===== config.mk =====
export PLATFORM = sky130hd
export DESIGN_NAME = tdq_csr
export DESIGN_NICKNAME = d
export VERILOG_FILES = /design/src/tdq_pkg.sv /design/src/tdq_csr.sv
export SDC_FILE = /design/constraint.sdc
export NUM_CORES = 1
export LEC_CHECK = 0
export ABC_AREA = 0
export BUFFER_PORTS_ARGS = -buffer_cell sky130_fd_sc_hd__buf_4
export CORE_UTILIZATION = 25
export CTS_BUF_LIST = sky130_fd_sc_hd__clkbuf_4
export DETAILED_ROUTE_END_ITERATION = 12
export SETUP_SLACK_MARGIN = 0.02
export SLEW_MARGIN = 30
export SYNTH_ARGS = -nofsm -noshare
export SYNTH_HDL_FRONTEND = slang
export SYNTH_SLANG_ARGS = --single-unit

===== constraint.sdc =====
create_clock -name clock -period 1.8 [get_ports clock]
set_clock_uncertainty 0.1 [all_clocks]
set_input_delay 0.27 -clock clock [delete_from_list [all_inputs] [get_ports clock]]
set_output_delay 0.27 -clock clock [all_outputs]
set_load 0.05 [all_outputs]

===== src/tdq_pkg.sv =====
// Shared types and constants for the timed transport delay queue.
// No dependencies; imported by tdq_csr and the top level.
`default_nettype none

package tdq_pkg;

   // Queue depth and derived widths
   localparam int DEPTH      = 128;
   localparam int IDX_W      = $clog2(DEPTH);
   localparam int CNT_W      = $clog2(DEPTH + 1);

   // Field widths
   localparam int FUNC_W     = 2;
   localparam int VALUE_W    = 32;
   localparam int DELAY_W    = 16;
   localparam int TICKS_W    = 20;
   localparam int TIME_W     = 48;
   localparam int PENDING_W  = 8;
   localparam int PROD_W     = DELAY_W + TICKS_W;
   localparam int CSR_IDX_W  = 8;
   localparam int CSR_DATA_W = 32;

   // Register indexes
   localparam logic [CSR_IDX_W-1:0] CSR_TICKS_PER_MS   = CSR_IDX_W'(0);
   localparam logic [CSR_IDX_W-1:0] CSR_INITIAL_OUTPUT = CSR_IDX_W'(1);

   // Reset values
   localparam logic [TICKS_W-1:0] TICKS_RESET = TICKS_W'(1000);
   localparam logic [VALUE_W-1:0] HELD_RESET  = '0;

   // Answer on push: -1.0 in single precision
   localparam logic [VALUE_W-1:0] PUSH_ANSWER = 32'hBF80_0000;

   typedef enum logic [FUNC_W-1:0] {
      FUNC_PUSH = 2'd0,
      FUNC_EVAL = 2'd1,
      FUNC_TICK = 2'd2,
      FUNC_NOP  = 2'd3
   } func_type;

   typedef enum logic {
      ST_IDLE,
      ST_BUSY
   } state_type;

   typedef struct packed {
      logic [TIME_W-1:0]  due;
      logic [VALUE_W-1:0] value;
   } entry_type;

   typedef struct packed {
      logic [TICKS_W-1:0] ticks_per_ms;
      logic               load_init;
      logic [VALUE_W-1:0] init_value;
   } csr_ctl_type;

endpackage

`default_nettype wire


===== src/tdq_csr.sv =====
// Configuration registers: ticks per millisecond and initial output load.
// Depends on tdq_pkg.
`default_nettype none

module tdq_csr (
   input  wire logic                            clock,
   input  wire logic                            reset,
   input  wire logic                            csr_valid,
   output logic                                 csr_ready,
   input  wire logic [tdq_pkg::CSR_IDX_W-1:0]   csr_index,
   input  wire logic [tdq_pkg::CSR_DATA_W-1:0]  csr_data,
   output tdq_pkg::csr_ctl_type                 csr_ctl
);
   import tdq_pkg::*;

   logic [TICKS_W-1:0] ticks_ff;
   logic [TICKS_W-1:0] ticks_in;
   logic               wr_fire;

   assign csr_ready = 1'b1;  // never stalls a write
   assign wr_fire   = csr_valid && csr_ready;

   always_comb begin
      ticks_in = ticks_ff;
      if (wr_fire && (csr_index == CSR_TICKS_PER_MS)) begin
         ticks_in = csr_data[TICKS_W-1:0];
      end
   end

   always_ff @(posedge clock) begin
      if (reset) begin
         ticks_ff <= TICKS_RESET;
      end else begin
         ticks_ff <= ticks_in;
      end
   end

   always_comb begin
      csr_ctl.ticks_per_ms = ticks_ff;
      csr_ctl.load_init    = wr_fire && (csr_index == CSR_INITIAL_OUTPUT);
      csr_ctl.init_value   = csr_data[VALUE_W-1:0];
   end

endmodule

`default_nettype wire


* After elaboration in Yosys (flattened, before gate mapping)
Index checks and enable logic that the tools add are counted. W data, S select, Z words.
Cells by class: equal/unequal tests 1, reduce and logical (&&, ||, !) cells 3
Operator list (number):
- $eq A8 B1 Y1 const B | 1
- $logic_not A8 Y1 | 1
- $logic_and A1 B1 Y1 | 2
Storage, ports and cells: flip-flop bits (word level) 20, word-level logic and storage cells 5

* Logic depth before layout (Yosys ltp)
Gate-level depths: netlist of the first run.
depth after elaboration 2, mapped depth 5, mapped depth without buffers 3

* Least setup slack after synthesis of the first run
OpenSTA, ideal clock, no wires.
path type input port to output port, from in csr_index[6] in the netlist's numbering, to out csr_ctl[32] in the netlist's numbering, data arrival time 1.499 ns, required time 1.430 ns, slack -0.069 ns, stages on the path 3, cells stage by stage nor4b_2 -> clkbuf_1 -> and3_1
RTL lines:
- from (decl) | line tdq_csr.sv:10 | input wire logic [tdq_pkg::CSR_IDX_W-1:0] csr_index,
- to (decl) | line tdq_csr.sv:12 | output tdq_pkg::csr_ctl_type csr_ctl

==> metrics.md, run 1 <==
| Metric | Value |
|---|---|
| Outcome | `complete, but fails checks` |
| Violated checks | `design-rule violations` |
| Number of antenna cells inserted | `0` |
| Final instance area | `1600 µm²` |
| Cell row count | `24` |
| Port buffer count | `around 70` |
| Final setup viols | `0` |
| Instance count of the mapped netlist | `132` |
| Layer with the highest usage | `met2` |
| DRC errors left | `14` |
| Deepest level of the CTS H-tree | `1` |
| Combined global-route utilization of all metal layers | `11.5%` |
| Period utilization | `84.1%` |
| Quantity of hold-fixing buffers added after cts | `0` |
| Number of antenna violations at the first check in global routing | `0` |
| Switching share of power | `27.9%` |
| Max-slew violation count | `0` |
| Register clock-pin slew on the reported worst setup and hold paths | `0.11 ns` |
| Leakage component of the power | `0.658 nW` |
| Sink count of the clock tree | `20` |
| IO Pins | `97` |
| Leftover overflow at the end of global routing | `0` |
| Worst-Skew Late Latency | `0.30 ns` |
| Setup repair after global routing missed its margin | `false` |
| Min cycle time layout | `1.51 ns` |
| Most flops, register | `ticks_ff` |
| Flip-flop count of the largest register, all copies and words added | `20` |
| Met3 GRT Util | `3.56%` |
| Final hold violation count | `0` |
| Pin count of the biggest net entering global routing | `31` |
| Synthesized area per cell | `roughly 8.9 µm²` |
| CP arrival | `approximately 1.1 ns` |
| Top Registers | `ticks_ff (20)` |
| Total negative slack | `0 ns` |
| M2 GR Usage | `19.2%` |
| Violation count after the first detailed-routing iteration | `28` |
| Crit. End Element | `output pin` |
| Clock tree from TritonCTS | `yes` |
| Fraction of layout instances using a drive strength above 1 | `slightly above 50%` |
| TritonRoute pass-1 iters | `8` |
| Largest buffer count on any clock path | `2` |
| Netlist area before placement | `1180 µm²` |
| Met1 routing resource usage after global routing | `13.9%` |
| Clock buffers created by TritonCTS | `3` |
| Routed wire length | `2940 µm` |
| Sequential fraction of the synthesis area | `between 30% and 40%` |
| Avg Vias per Cell | `4.79` |
| Path class of the lowest-slack min-delay path | `in2reg` |
| Layout filler cell count | `around 470` |
| Worst endpoint required time | `approximately 1.4 ns` |
| Pwr per Cell Area | `654 nW/µm²` |
| Net count after synthesis | `about 180` |
| Post-route antenna net violation count | `0` |
| WS Path Type | `in2out` |
| Global-route wire length before repair | `roughly 4600 µm` |
| Nature of the critical path startpoint | `input port` |
| Initial Util | `26.6%` |
| Placed cell area | `1550 µm²` |
| Clock tree root driver cell | `sky130_fd_sc_hd__clkbuf_4` |
| Combinational power share | `approximately 23%` |
| Count of nets after finishing | `212` |
| Vertical extent of the die | `70.7 µm` |
| Die area | `5000 µm²` |
| Internal Dissipation | `roughly 0.00075 W` |
| Vias in the first global route | `972` |
| Sequential share of power | `between 40% and 50%` |
| Worst-case vdd ir drop | `approximately 0.00026 V` |
| Number of buffers added for setup after CTS | `0` |
| Psw | `approximately 0.0003 W` |
| Half-perimeter wire length after placement | `2160 µm` |
| Number of instances resized during post-cts repair | `0` |
| Highest net fanout along the worst path | `2` |
| Core area | `between 4000 and 5000 µm²` |
| Average wire per cell in the routed design | `13.4 µm` |
| Library cells used by synthesis | `17` |
| Number of max-capacitance violations reported | `0` |
| Weighted congestion at the end of routability-driven global placement | `0.707` |
| Clock share of power | `35.1%` |
| Seq cells post-synth | `20` |
| Area growth, synth to finish | `35.5%` |
| Number of warnings reported in the yosys synthesis log | `0` |
| Highest Clock Rate | `660 MHz` |
| Overall die width | `70.7 µm` |
| Total via count in the routed design | `1,053` |
-- cell usage in the layout (no fill, tap or decap), drive strengths merged --
master and instances:
mux2i 6, conb 1, nor3 1, nor2 12, nor4 1, or4 1
and3 1, a21oi 14, nor4b 1, bufinv 1, clkbuf 3, or4b 1
o31ai 14, dfxtp 20, buf 77, nand4b 14
-- power by group through the flow --
stage,clock network [W],logic [W],registers [W]
2_1_floorplan,0,0.000235,0.000455
3_3_place_gp,0,0.000235,0.000453
3_5_place_dp,0,0.000237,0.000453
4_1_cts,0.000385,0.000237,0.000443
5_1_grt,0.000406,0.000246,0.000444
6_report,0.000368,0.000236,0.000443
-- layer usage --
metal | wire length [µm] | up-vias | part of all wire [%]
met1 | 1230 | 487 | 42
met2 | 1440 | 51 | 49
li1 | - | 515 | -
met3 | 268 | 0 | 9.1
met5 | 0 | - | 0
met4 | 0 | 0 | 0
-- worst paths after layout --
check                                  from                         to  slack (ns)  cells after the start
setup / recovery               csr_index[6]                csr_ctl[32]        0.29                      4
setup reg to reg   ticks_ff[0]$_SDFFE_PP0P_   ticks_ff[0]$_SDFFE_PP0P_        1.03                      2
hold reg to reg   ticks_ff[19]$_SDFFE_PP0P_  ticks_ff[19]$_SDFFE_PP0P_        0.38                      2
hold / removal                  csr_data[7]   ticks_ff[7]$_SDFFE_PP1P_        0.13                      3
-- stage by stage --
step	total power (W)	util, %	instances	worst slack (ns)	hold WS, ns
final	0.00105	36.0	220	0.286	0.128
after global routing	0.00110	36.0	220	0.229	0.121
after CTS	0.00107	36.0	220	0.288	0.116
after detailed placement	0.000690	34.8	216	0.0506	0.365
after global placement	0.000688	34.8	216	0.0684	0.357
after floorplan	0.000690	-	132	0.0471	0.337
-- worst max-delay path, stage by stage --
cell	delay (ns)
sky130_fd_sc_hd__buf_4	0.12
sky130_fd_sc_hd__nor4b_2	0.29
sky130_fd_sc_hd__and3_2	0.26
sky130_fd_sc_hd__buf_4	0.20
-- final cells by class --
class	instances	area [µm²]	area share, %
sequential	20	400	25.0
tap	52	65.1	4.07
clock inverter	1	30.0	1.88
clock buffer	3	22.5	1.41
timing repair buffer	77	603	37.7
multi-input combinational	67	479	29.9
-- cells in the mapped netlist --
cell type	instances	area, µm²
sky130_fd_sc_hd__buf_6	1	11.3
sky130_fd_sc_hd__nor4_2	1	12.5
sky130_fd_sc_hd__o31ai_1	14	105
sky130_fd_sc_hd__or4_1	1	7.51
sky130_fd_sc_hd__buf_4	33	248
sky130_fd_sc_hd__nor4b_2	1	15.0
sky130_fd_sc_hd__nor2_1	12	45.0
sky130_fd_sc_hd__a21oi_1	14	70.1
sky130_fd_sc_hd__dfxtp_1	20	400
sky130_fd_sc_hd__or4b_4	1	13.8
sky130_fd_sc_hd__nor3_4	1	16.3
sky130_fd_sc_hd__clkbuf_1	9	33.8
sky130_fd_sc_hd__buf_2	2	10.0
sky130_fd_sc_hd__and3_1	1	6.26
sky130_fd_sc_hd__mux2i_1	6	60.1
sky130_fd_sc_hd__nand4b_1	14	123
sky130_fd_sc_hd__conb_1	1	3.75
-- logic make-up (layout without fill, tap and decap cells) --
group | Yosys count | in the layout | share of synthesized area [%]
compound gates | 28 | 28 | 14.8
buf+inv | 45 | 81 | 25.6
flops | 20 | 20 | 33.9
mux | 6 | 6 | 5.08
other cells | 1 | 1 | 0.317
simple gates | 32 | 32 | 20.2
(Power assumes the default switching activity.)
==> run 2: changes to the inputs <==
--- a/config.mk
+++ b/config.mk
@@ -5,7 +5,7 @@
 export SDC_FILE = /design/constraint.sdc
 export NUM_CORES = 1
 export LEC_CHECK = 0
-export ABC_AREA = 0
+export ABC_AREA = 1
 export BUFFER_PORTS_ARGS = -buffer_cell sky130_fd_sc_hd__buf_4
 export CORE_UTILIZATION = 25
 export CTS_BUF_LIST = sky130_fd_sc_hd__clkbuf_4
==> constraint.sdc (replaced) <==
create_clock -name clock -period 1.5 [get_ports clock]
set_clock_uncertainty 0.1 [all_clocks]
set_input_delay 0.225 -clock clock [delete_from_list [all_inputs] [get_ports clock]]
set_output_delay 0.225 -clock clock [all_outputs]
set_load 0.05 [all_outputs]
==> run 2 against run 1 <==
  * The flow now finishes without violations
  * Clock power down 34%
  * Via count shrank 2.5%
  * Register-to-register slack lost 0.22 ns
  * Utilization is 1.8 points lower
  * Cell area down 5.6%
  * Critical path depth rose by 2
  * Wire length decreased by 18%
  * Critical path type unchanged
  * Largest power group unchanged
==> metrics.md, run 2 <==
| Metric | Value |
|---|---|
| Number of instances resized during post-cts repair | `0 (unchanged)` |
| Library cells used by synthesis | `15 (-2)` |
| Worst min-delay path endpoint | `ticks_ff[7]$_SDFFE_PP1P_` |
| Most frequent cells in the layout | `sky130_fd_sc_hd__buf_4 (74), sky130_fd_sc_hd__nand3_1 (26), sky130_fd_sc_hd__nand2_1 (23)` |
| Initial Util | `26.4% (-0.19 points)` |
| Met3 GRT Util | `1.30% (-2.3 points)` |
| Global-route wire length before repair | `3970 µm (-13%)` |
| Vertical extent of the die | `70.3 µm (-0.67%)` |
| Routed wire length | `2410 µm (-18%)` |
| Number of antenna cells inserted | `0 (unchanged)` |
| Period utilization | `about 87%` |
| Quantity of hold-fixing buffers added after cts | `0 (unchanged)` |
| Nature of the critical path startpoint | `input port` |
| Flip-flop count of the largest register, all copies and words added | `20 (unchanged)` |
| Area growth, synth to finish | `29.6%` |
| Hold wc startpoint | `csr_data[7]` |
| Most flops, register | `ticks_ff` |
| Post-synth EDFFs | `0 (unchanged)` |
| Netlist area before placement | `1160 µm² (-1.4%)` |
| Weighted congestion at the end of routability-driven global placement | `0.691 (-2.3%)` |
| Met1 routing resource usage after global routing | `12.5% (-1.4 points)` |
| Worst-case vdd ir drop | `0.000208 V (-21%)` |
| Post-synthesis xor/xnor area fraction | `0% (unchanged)` |
| Count leader, synth | `sky130_fd_sc_hd__buf_4` |
| Fraction of the mapped netlist area in adder cells | `0% (unchanged)` |
| Biggest area consumer among synthesized cells | `sky130_fd_sc_hd__dfxtp_1` |
| Pwr per Cell Area | `700 nW/µm² (+7.1%)` |
| Sequential fraction of the synthesis area | `34.4% (+0.47 points)` |
| Average wire per cell in the routed design | `9.59 µm (-28%)` |
| Reg-to-reg setup timing slack | `0.81 ns (-0.22 ns)` |
| Max-slew violation count | `0 (unchanged)` |
| Highest net fanout along the worst path | `3 (+1)` |
| Cell row count | `24 (unchanged)` |
| Worst-Skew Late Latency | `0.29 ns (about the same)` |
| Predominant post-synthesis flop cell | `sky130_fd_sc_hd__dfxtp_1` |
| Number of warnings reported in the yosys synthesis log | `0 (unchanged)` |
| Final critical-path setup slack | `0.198 ns (-0.0874 ns)` |
| CP arrival | `0.98 ns (-0.16 ns)` |
| Most common library cell in the layout ignoring fill and taps | `sky130_fd_sc_hd__buf_4` |
| Proportion of synthesized flip-flops having asynchronous set or reset | `0% (unchanged)` |
| Total via count in the routed design | `1,027 (-2.5%)` |
| Area occupied by registers | `400 µm² (unchanged)` |
| Leftover overflow at the end of global routing | `0 (unchanged)` |
| Worst R2R Path Depth | `2 (unchanged)` |
| M2 GR Usage | `15.7% (-3.6 points)` |
| Dpl ws | `0.112 ns (+0.0612 ns)` |
| Seq cells post-synth | `20 (unchanged)` |
| End-of-flow core utilization | `34.2% (-1.8 points)` |
| Number of buffers added for setup after CTS | `0 (unchanged)` |
| Top Registers | `ticks_ff (20)` |
| Highest Clock Rate | `768 MHz` |
| Reg2reg end | `ticks_ff[12]$_SDFFE_PP0P_` |
| Die area | `4940 µm² (-1.3%)` |
| Violation count after the first detailed-routing iteration | `32 (+14%)` |
| Share of the synthesized area in the top cell type | `34.4% (+0.47 points)` |
| Deepest level of the CTS H-tree | `1 (unchanged)` |
| Leakage component of the power | `0.792 nW (+20%)` |
| WS Path Type | `in2out` |
| Post-synthesis share of cell area spent on and, or, nand and nor gates | `26.1% (+5.9 points)` |
| Sink count of the clock tree | `20 (unchanged)` |
| Clock tree from TritonCTS | `yes` |
| Clock tree root driver cell | `sky130_fd_sc_hd__clkbuf_4` |
| Combined global-route utilization of all metal layers | `9.71% (-1.8 points)` |
| Post-route antenna net violation count | `0 (unchanged)` |
| Most frequent cells after synthesis | `sky130_fd_sc_hd__buf_4 (34), sky130_fd_sc_hd__nand3_1 (26), sky130_fd_sc_hd__nand2_1 (23), sky130_fd_sc_hd__dfxtp_1 (20)` |
| Synthesized area per cell | `7.19 µm² (-20%)` |
| Number of max-capacitance violations reported | `0 (unchanged)` |
| Outcome | `finished clean` |
| Pin count of the biggest net entering global routing | `36 (+16%)` |
| Path class of the lowest-slack min-delay path | `in2reg` |
| Number of antenna violations at the first check in global routing | `0 (unchanged)` |
| Overall die width | `70.3 µm (-0.67%)` |
| Register clock-pin slew on the reported worst setup and hold paths | `0.11 ns (about the same)` |
| Total negative slack | `0 ns (unchanged)` |
| Avg Vias per Cell | `4.09 (-15%)` |
| Vias in the first global route | `886 (-8.8%)` |
| Instance count of the mapped netlist | `162 (+23%)` |
| Multi-input gate area | `383 µm² (-20%)` |
| Worst endpoint required time | `1.17 ns (-0.26 ns)` |
| Start of the worst register-to-register path | `ticks_ff[12]$_SDFFE_PP0P_` |
| Post-synthesis compound-gate area fraction | `6.34% (-8.5 points)` |
| DRC errors left | `0 (-14)` |
| Net count after synthesis | `205 (+17%)` |
| Largest buffer count on any clock path | `2 (unchanged)` |
| Fraction of layout instances using a drive strength above 1 | `41.2% (-10 points)` |
| Half-perimeter wire length after placement | `1790 µm (-17%)` |
| Core area | `4410 µm² (-0.68%)` |
| Layout filler cell count | `504 (+6.6%)` |
| Port buffer count | `71 (unchanged)` |
| Min cycle time layout | `1.30 ns` |
| Count of nets after finishing | `244 (+15%)` |
| Portion of netlist area occupied by mux cells | `0% (-5.1 points)` |
| IO Pins | `97 (unchanged)` |
| Final setup viols | `0 (unchanged)` |
| Hold Worst Slack | `0.0743 ns (-0.0537 ns)` |
| Final hold violation count | `0 (unchanged)` |
| Setup repair after global routing missed its margin | `false` |
| Largest family of logic cells by synthesized area | `buffers and inverters` |
| Layer with the highest usage | `met2` |
| Biggest area contributors in the synthesized netlist | `sky130_fd_sc_hd__dfxtp_1 (34%), sky130_fd_sc_hd__buf_4 (22%), sky130_fd_sc_hd__nand3_1 (11%)` |
| Hold path cells | `3 (unchanged)` |
| TritonRoute pass-1 iters | `4 (-4)` |
| Clock buffers created by TritonCTS | `3 (unchanged)` |
| Crit. End Element | `output pin` |
run 2: changes by cell type in the layout (fill, tap and decap cells not counted), sizes merged, moves of 2 or more:
| cell | previous run | this run |
|---|---|---|
| inv | 0 | 17 |
| buf | 77 | 75 |
| mux2i | 6 | 0 |
| nand2 | 0 | 23 |
| o31ai | 14 | 0 |
| nor2 | 12 | 19 |
| nand3 | 0 | 26 |
| nand4b | 14 | 0 |
run 2: area by class of cell:
| class | count | share of cell area (%) |
|---|---|---|
| clock buffers | 3 | 1.49 |
| inverters | 17 | 4.23 |
| multi-input cells | 84 | 25.4 |
| flip-flops and latches | 20 | 26.5 |
| well taps | 52 | 4.31 |
| repair buffers | 75 | 38.1 |
run 2: how the worst max path moves through the flow:
stage / slack, ns / to / cells after the start / from
global placement: 0.14 / ticks_ff[6]$_SDFFE_PP1P_ / 8 / csr_index[3]
global route: 0.12 / csr_ctl[32] / 6 / csr_index[5]
floorplan: 0.1 / csr_ctl[32] / 5 / csr_index[3]
finish: 0.20 / csr_ctl[32] / 6 / csr_index[3]
detailed placement: 0.11 / ticks_ff[9]$_SDFFE_PP1P_ / 8 / csr_index[4]
CTS: 0.18 / csr_ctl[32] / 6 / csr_index[4]
run 2: metal layers:
layer  up-vias  routed length [µm]
li1        548                   -
met1       435                1070
met2        42                1120
met3         2                 197
met4         0                  23
met5         -                   0
run 2: kinds of logic (layout without fill, tap and decap cells):
family,after synthesis,in the layout
buffers and inverters,58,95
flip-flops,20,20
AO/OA/AOI/OAI,14,14
other,1,1
AND/OR/NAND/NOR,69,69
run 2: per-stage QoR:
| step | cell area (µm²) | instances | total power (W) |
|---|---|---|---|
| final | 1510 | 251 | 0.00106 |
| after global routing | 1510 | 251 | 0.00112 |
| after CTS | 1510 | 251 | 0.00108 |
| after detailed placement | 1490 | 248 | 0.000828 |
| after global placement | 1490 | 248 | 0.000827 |
| after floorplan | 1170 | 162 | 0.000836 |
run 2: power breakdown:
group | switching [W] | leakage [nW] | internal [W] | total (W)
sequential | 0.000000631 | 0.161 | 0.000532 | 0.000533
combinational | 0.000176 | 0.617 | 0.000104 | 0.000281
clock | 0.000151 | 0.0138 | 0.0000933 | 0.000244
run 2: critical path: stages:
cell and delay, ns:
sky130_fd_sc_hd__buf_4 0.10, sky130_fd_sc_hd__nor2_1 0.09, sky130_fd_sc_hd__nand2_1 0.08, sky130_fd_sc_hd__nor2_4 0.12, sky130_fd_sc_hd__and3_2 0.17, sky130_fd_sc_hd__buf_4 0.19
==> run 3: changes to the inputs <==
==> constraint.sdc (replaced) <==
create_clock -name clock -period 1.5 [get_ports clock]
set_clock_uncertainty 0.1 [all_clocks]
set_input_delay 0.15 -clock clock [delete_from_list [all_inputs] [get_ports clock]]
set_output_delay 0.15 -clock clock [all_outputs]
set_load 0.05 [all_outputs]
==> run 3 against run 2 <==
  * Global-route usage is 0.61 points higher
  * Count of clock-buffer cells in the layout did not move
  * Fmax is 1.9% higher
  * Total power is 1.8% higher
  * Utilization is 1.1 points higher
  * Sequential cell count is the same
  * Wire length rose by 6.6%
  * Highest routed layer unchanged
==> metrics.md, run 3 (synthesis gave the netlist of run 2 again) <==
| Metric | Value |
|---|---|
| Outcome | `finished clean` |
| Top Registers | `ticks_ff (20)` |
| Setup repair after global routing missed its margin | `false` |
| Average wire per cell in the routed design | `9.95 µm (+3.7%)` |
| Most common library cell in the layout ignoring fill and taps | `sky130_fd_sc_hd__buf_4` |
| Die area | `4940 µm² (unchanged)` |
| Hold Worst Slack | `0.00680 ns (-0.0675 ns)` |
| Max-slew violation count | `0 (unchanged)` |
| WS Path Type | `in2out` |
| CP arrival | `1.03 ns (+0.05 ns)` |
| Number of antenna cells inserted | `0 (unchanged)` |
| Delay of the slowest critical-path stage | `0.55 ns (+0.36 ns)` |
| Worst-case vdd ir drop | `0.000225 V (+8.3%)` |
| Overall die width | `70.3 µm (unchanged)` |
| Weighted congestion at the end of routability-driven global placement | `0.660 (-4.4%)` |
| Leakage component of the power | `0.817 nW (+3.1%)` |
| Layout filler cell count | `506 (+0.40%)` |
| Clock tree root driver cell | `sky130_fd_sc_hd__clkbuf_4` |
| Cell row count | `24 (unchanged)` |
| Instance count after placement with tap cells included | `249 (+0.40%)` |
| IO Pins | `97 (unchanged)` |
| Area growth, synth to finish | `33.7%` |
| Highest Clock Rate | `783 MHz (+1.9%)` |
| Non-filler instance count after layout | `258 (+2.8%)` |
| Total via count in the routed design | `1,071 (+4.3%)` |
| Most flops, register | `ticks_ff` |
| Port buffer count | `71 (unchanged)` |
| CP Cell Sequence | `dlygate4sd3_1 -> buf_4 -> buf_4` |
| Most frequent cells in the layout | `sky130_fd_sc_hd__buf_4 (76), sky130_fd_sc_hd__nand3_1 (26), sky130_fd_sc_hd__nand2_1 (23)` |
| Post-route antenna net violation count | `0 (unchanged)` |
| Global-route wire length before repair | `4040 µm (+1.9%)` |
| Period utilization | `85.2% (-1.6 points)` |
| Deepest level of the CTS H-tree | `1 (unchanged)` |
| Crit. End Element | `output pin` |
| Number of instances resized during post-cts repair | `0 (unchanged)` |
| Core area | `4410 µm² (unchanged)` |
| Half-perimeter wire length after placement | `1940 µm (+8.3%)` |
| Final setup viols | `0 (unchanged)` |
| TritonRoute pass-1 iters | `4 (unchanged)` |
| Min cycle time layout | `1.28 ns (-0.0241 ns)` |
| Worst path buffer plus inverter count | `3 (+1)` |
| Register clock-pin slew on the reported worst setup and hold paths | `0.12 ns (about the same)` |
| Quantity of hold-fixing buffers added after cts | `5 (+5)` |
| Number of buffers added for setup after CTS | `0 (unchanged)` |
| Flip-flop count of the largest register, all copies and words added | `20 (unchanged)` |
| Violation count after the first detailed-routing iteration | `47 (+47%)` |
| Hold wc startpoint | `csr_data[7]` |
| Fraction of layout instances using a drive strength above 1 | `39.8% (-1.4 points)` |
| Largest buffer count on any clock path | `2 (unchanged)` |
| Vertical extent of the die | `70.3 µm (unchanged)` |
| Final hold violation count | `0 (unchanged)` |
| Number of max-capacitance violations reported | `0 (unchanged)` |
| Nature of the critical path startpoint | `input port` |
| DRC errors left | `0 (unchanged)` |
| Start of the worst register-to-register path | `ticks_ff[10]$_SDFFE_PP0P_` |
| Path class of the lowest-slack min-delay path | `in2reg` |
| Worst endpoint required time | `1.25 ns (+0.08 ns)` |
| Combined global-route utilization of all metal layers | `10.3% (+0.61 points)` |
| Pin count of the biggest net entering global routing | `21 (-42%)` |
| Timing startpoint of the critical path | `csr_data[8]` |
| Critical Path Most Common Cell | `sky130_fd_sc_hd__buf_4` |
| Count of nets after finishing | `250 (+2.5%)` |
| Number of antenna violations at the first check in global routing | `0 (unchanged)` |
| Avg Vias per Cell | `4.15 (+1.5%)` |
| Leftover overflow at the end of global routing | `0 (unchanged)` |
| Initial Util | `26.4% (unchanged)` |
| Crit path max-delay cell type | `sky130_fd_sc_hd__dlygate4sd3_1` |
| Final critical-path setup slack | `0.222 ns (+0.0241 ns)` |
| Routed wire length | `2570 µm (+6.6%)` |
| Total negative slack | `0 ns (unchanged)` |
| Worst path top cell family by delay | `buffers and inverters` |
| Sink count of the clock tree | `20 (unchanged)` |
| Clock buffers created by TritonCTS | `3 (unchanged)` |
| Worst-Skew Late Latency | `0.29 ns (about the same)` |
| Dpl ws | `0.267 ns (+0.155 ns)` |
| Pwr per Cell Area | `691 nW/µm² (-1.3%)` |
| Highest net fanout along the worst path | `2 (-1)` |
| Vias in the first global route | `900 (+1.6%)` |
| Clock tree from TritonCTS | `yes` |
| End-of-flow core utilization | `35.3% (+1.1 points)` |
-- run 3: stage by stage --
stage	power (W)	instance area, µm²
after floorplan	0.000836	1160
after global placement	0.000825	1480
after detailed placement	0.000826	1480
after CTS	0.00109	1560
after global routing	0.00113	1560
final	0.00108	1560
-- run 3: final timing paths --
path | end | cells past startpoint | slack [ns]
setup / recovery | csr_ctl[8] | 3 | 0.22
setup reg to reg | ticks_ff[10]$_SDFFE_PP0P_ | 2 | 0.80
hold reg to reg | ticks_ff[5]$_SDFFE_PP1P_ | 2 | 0.37
hold / removal | ticks_ff[7]$_SDFFE_PP1P_ | 3 | 0.007
-- run 3: worst reg2reg max path, cell delays in order, from the launching register on --
cell                      delay, ns
sky130_fd_sc_hd__dfxtp_1       0.33
sky130_fd_sc_hd__a21oi_1       0.11
sky130_fd_sc_hd__nor2_1        0.06
-- run 3: power by group --
part / switching (W) / total [W] / leakage (nW) / internal [W]
Sequential: 0.000000636 / 0.000533 / 0.161 / 0.000532
Combinational: 0.000179 / 0.000290 / 0.640 / 0.000111
Clock: 0.000157 / 0.000254 / 0.0154 / 0.0000968
-- run 3: layout make-up --
cell class	count	area (µm²)	area share, %
Clock buffer	3	22.5	1.45
Inverter	17	63.8	4.10
Timing Repair Buffer	81	621	39.8
Multi-Input combinational cell	84	382	24.5
Sequential cell	20	400	25.7
Tap cell	52	65.1	4.18
Clock inverter	1	3.75	0.241
-- run 3: layer usage --
layer  vias to the layer above  share of wire, %  track usage, %
met2                        41                49            16.9
met5                         -                 0               0
met3                         2               7.9            1.73
li1                        558                 -               -
met4                         0               1.3            6.44
met1                       470                41            12.4
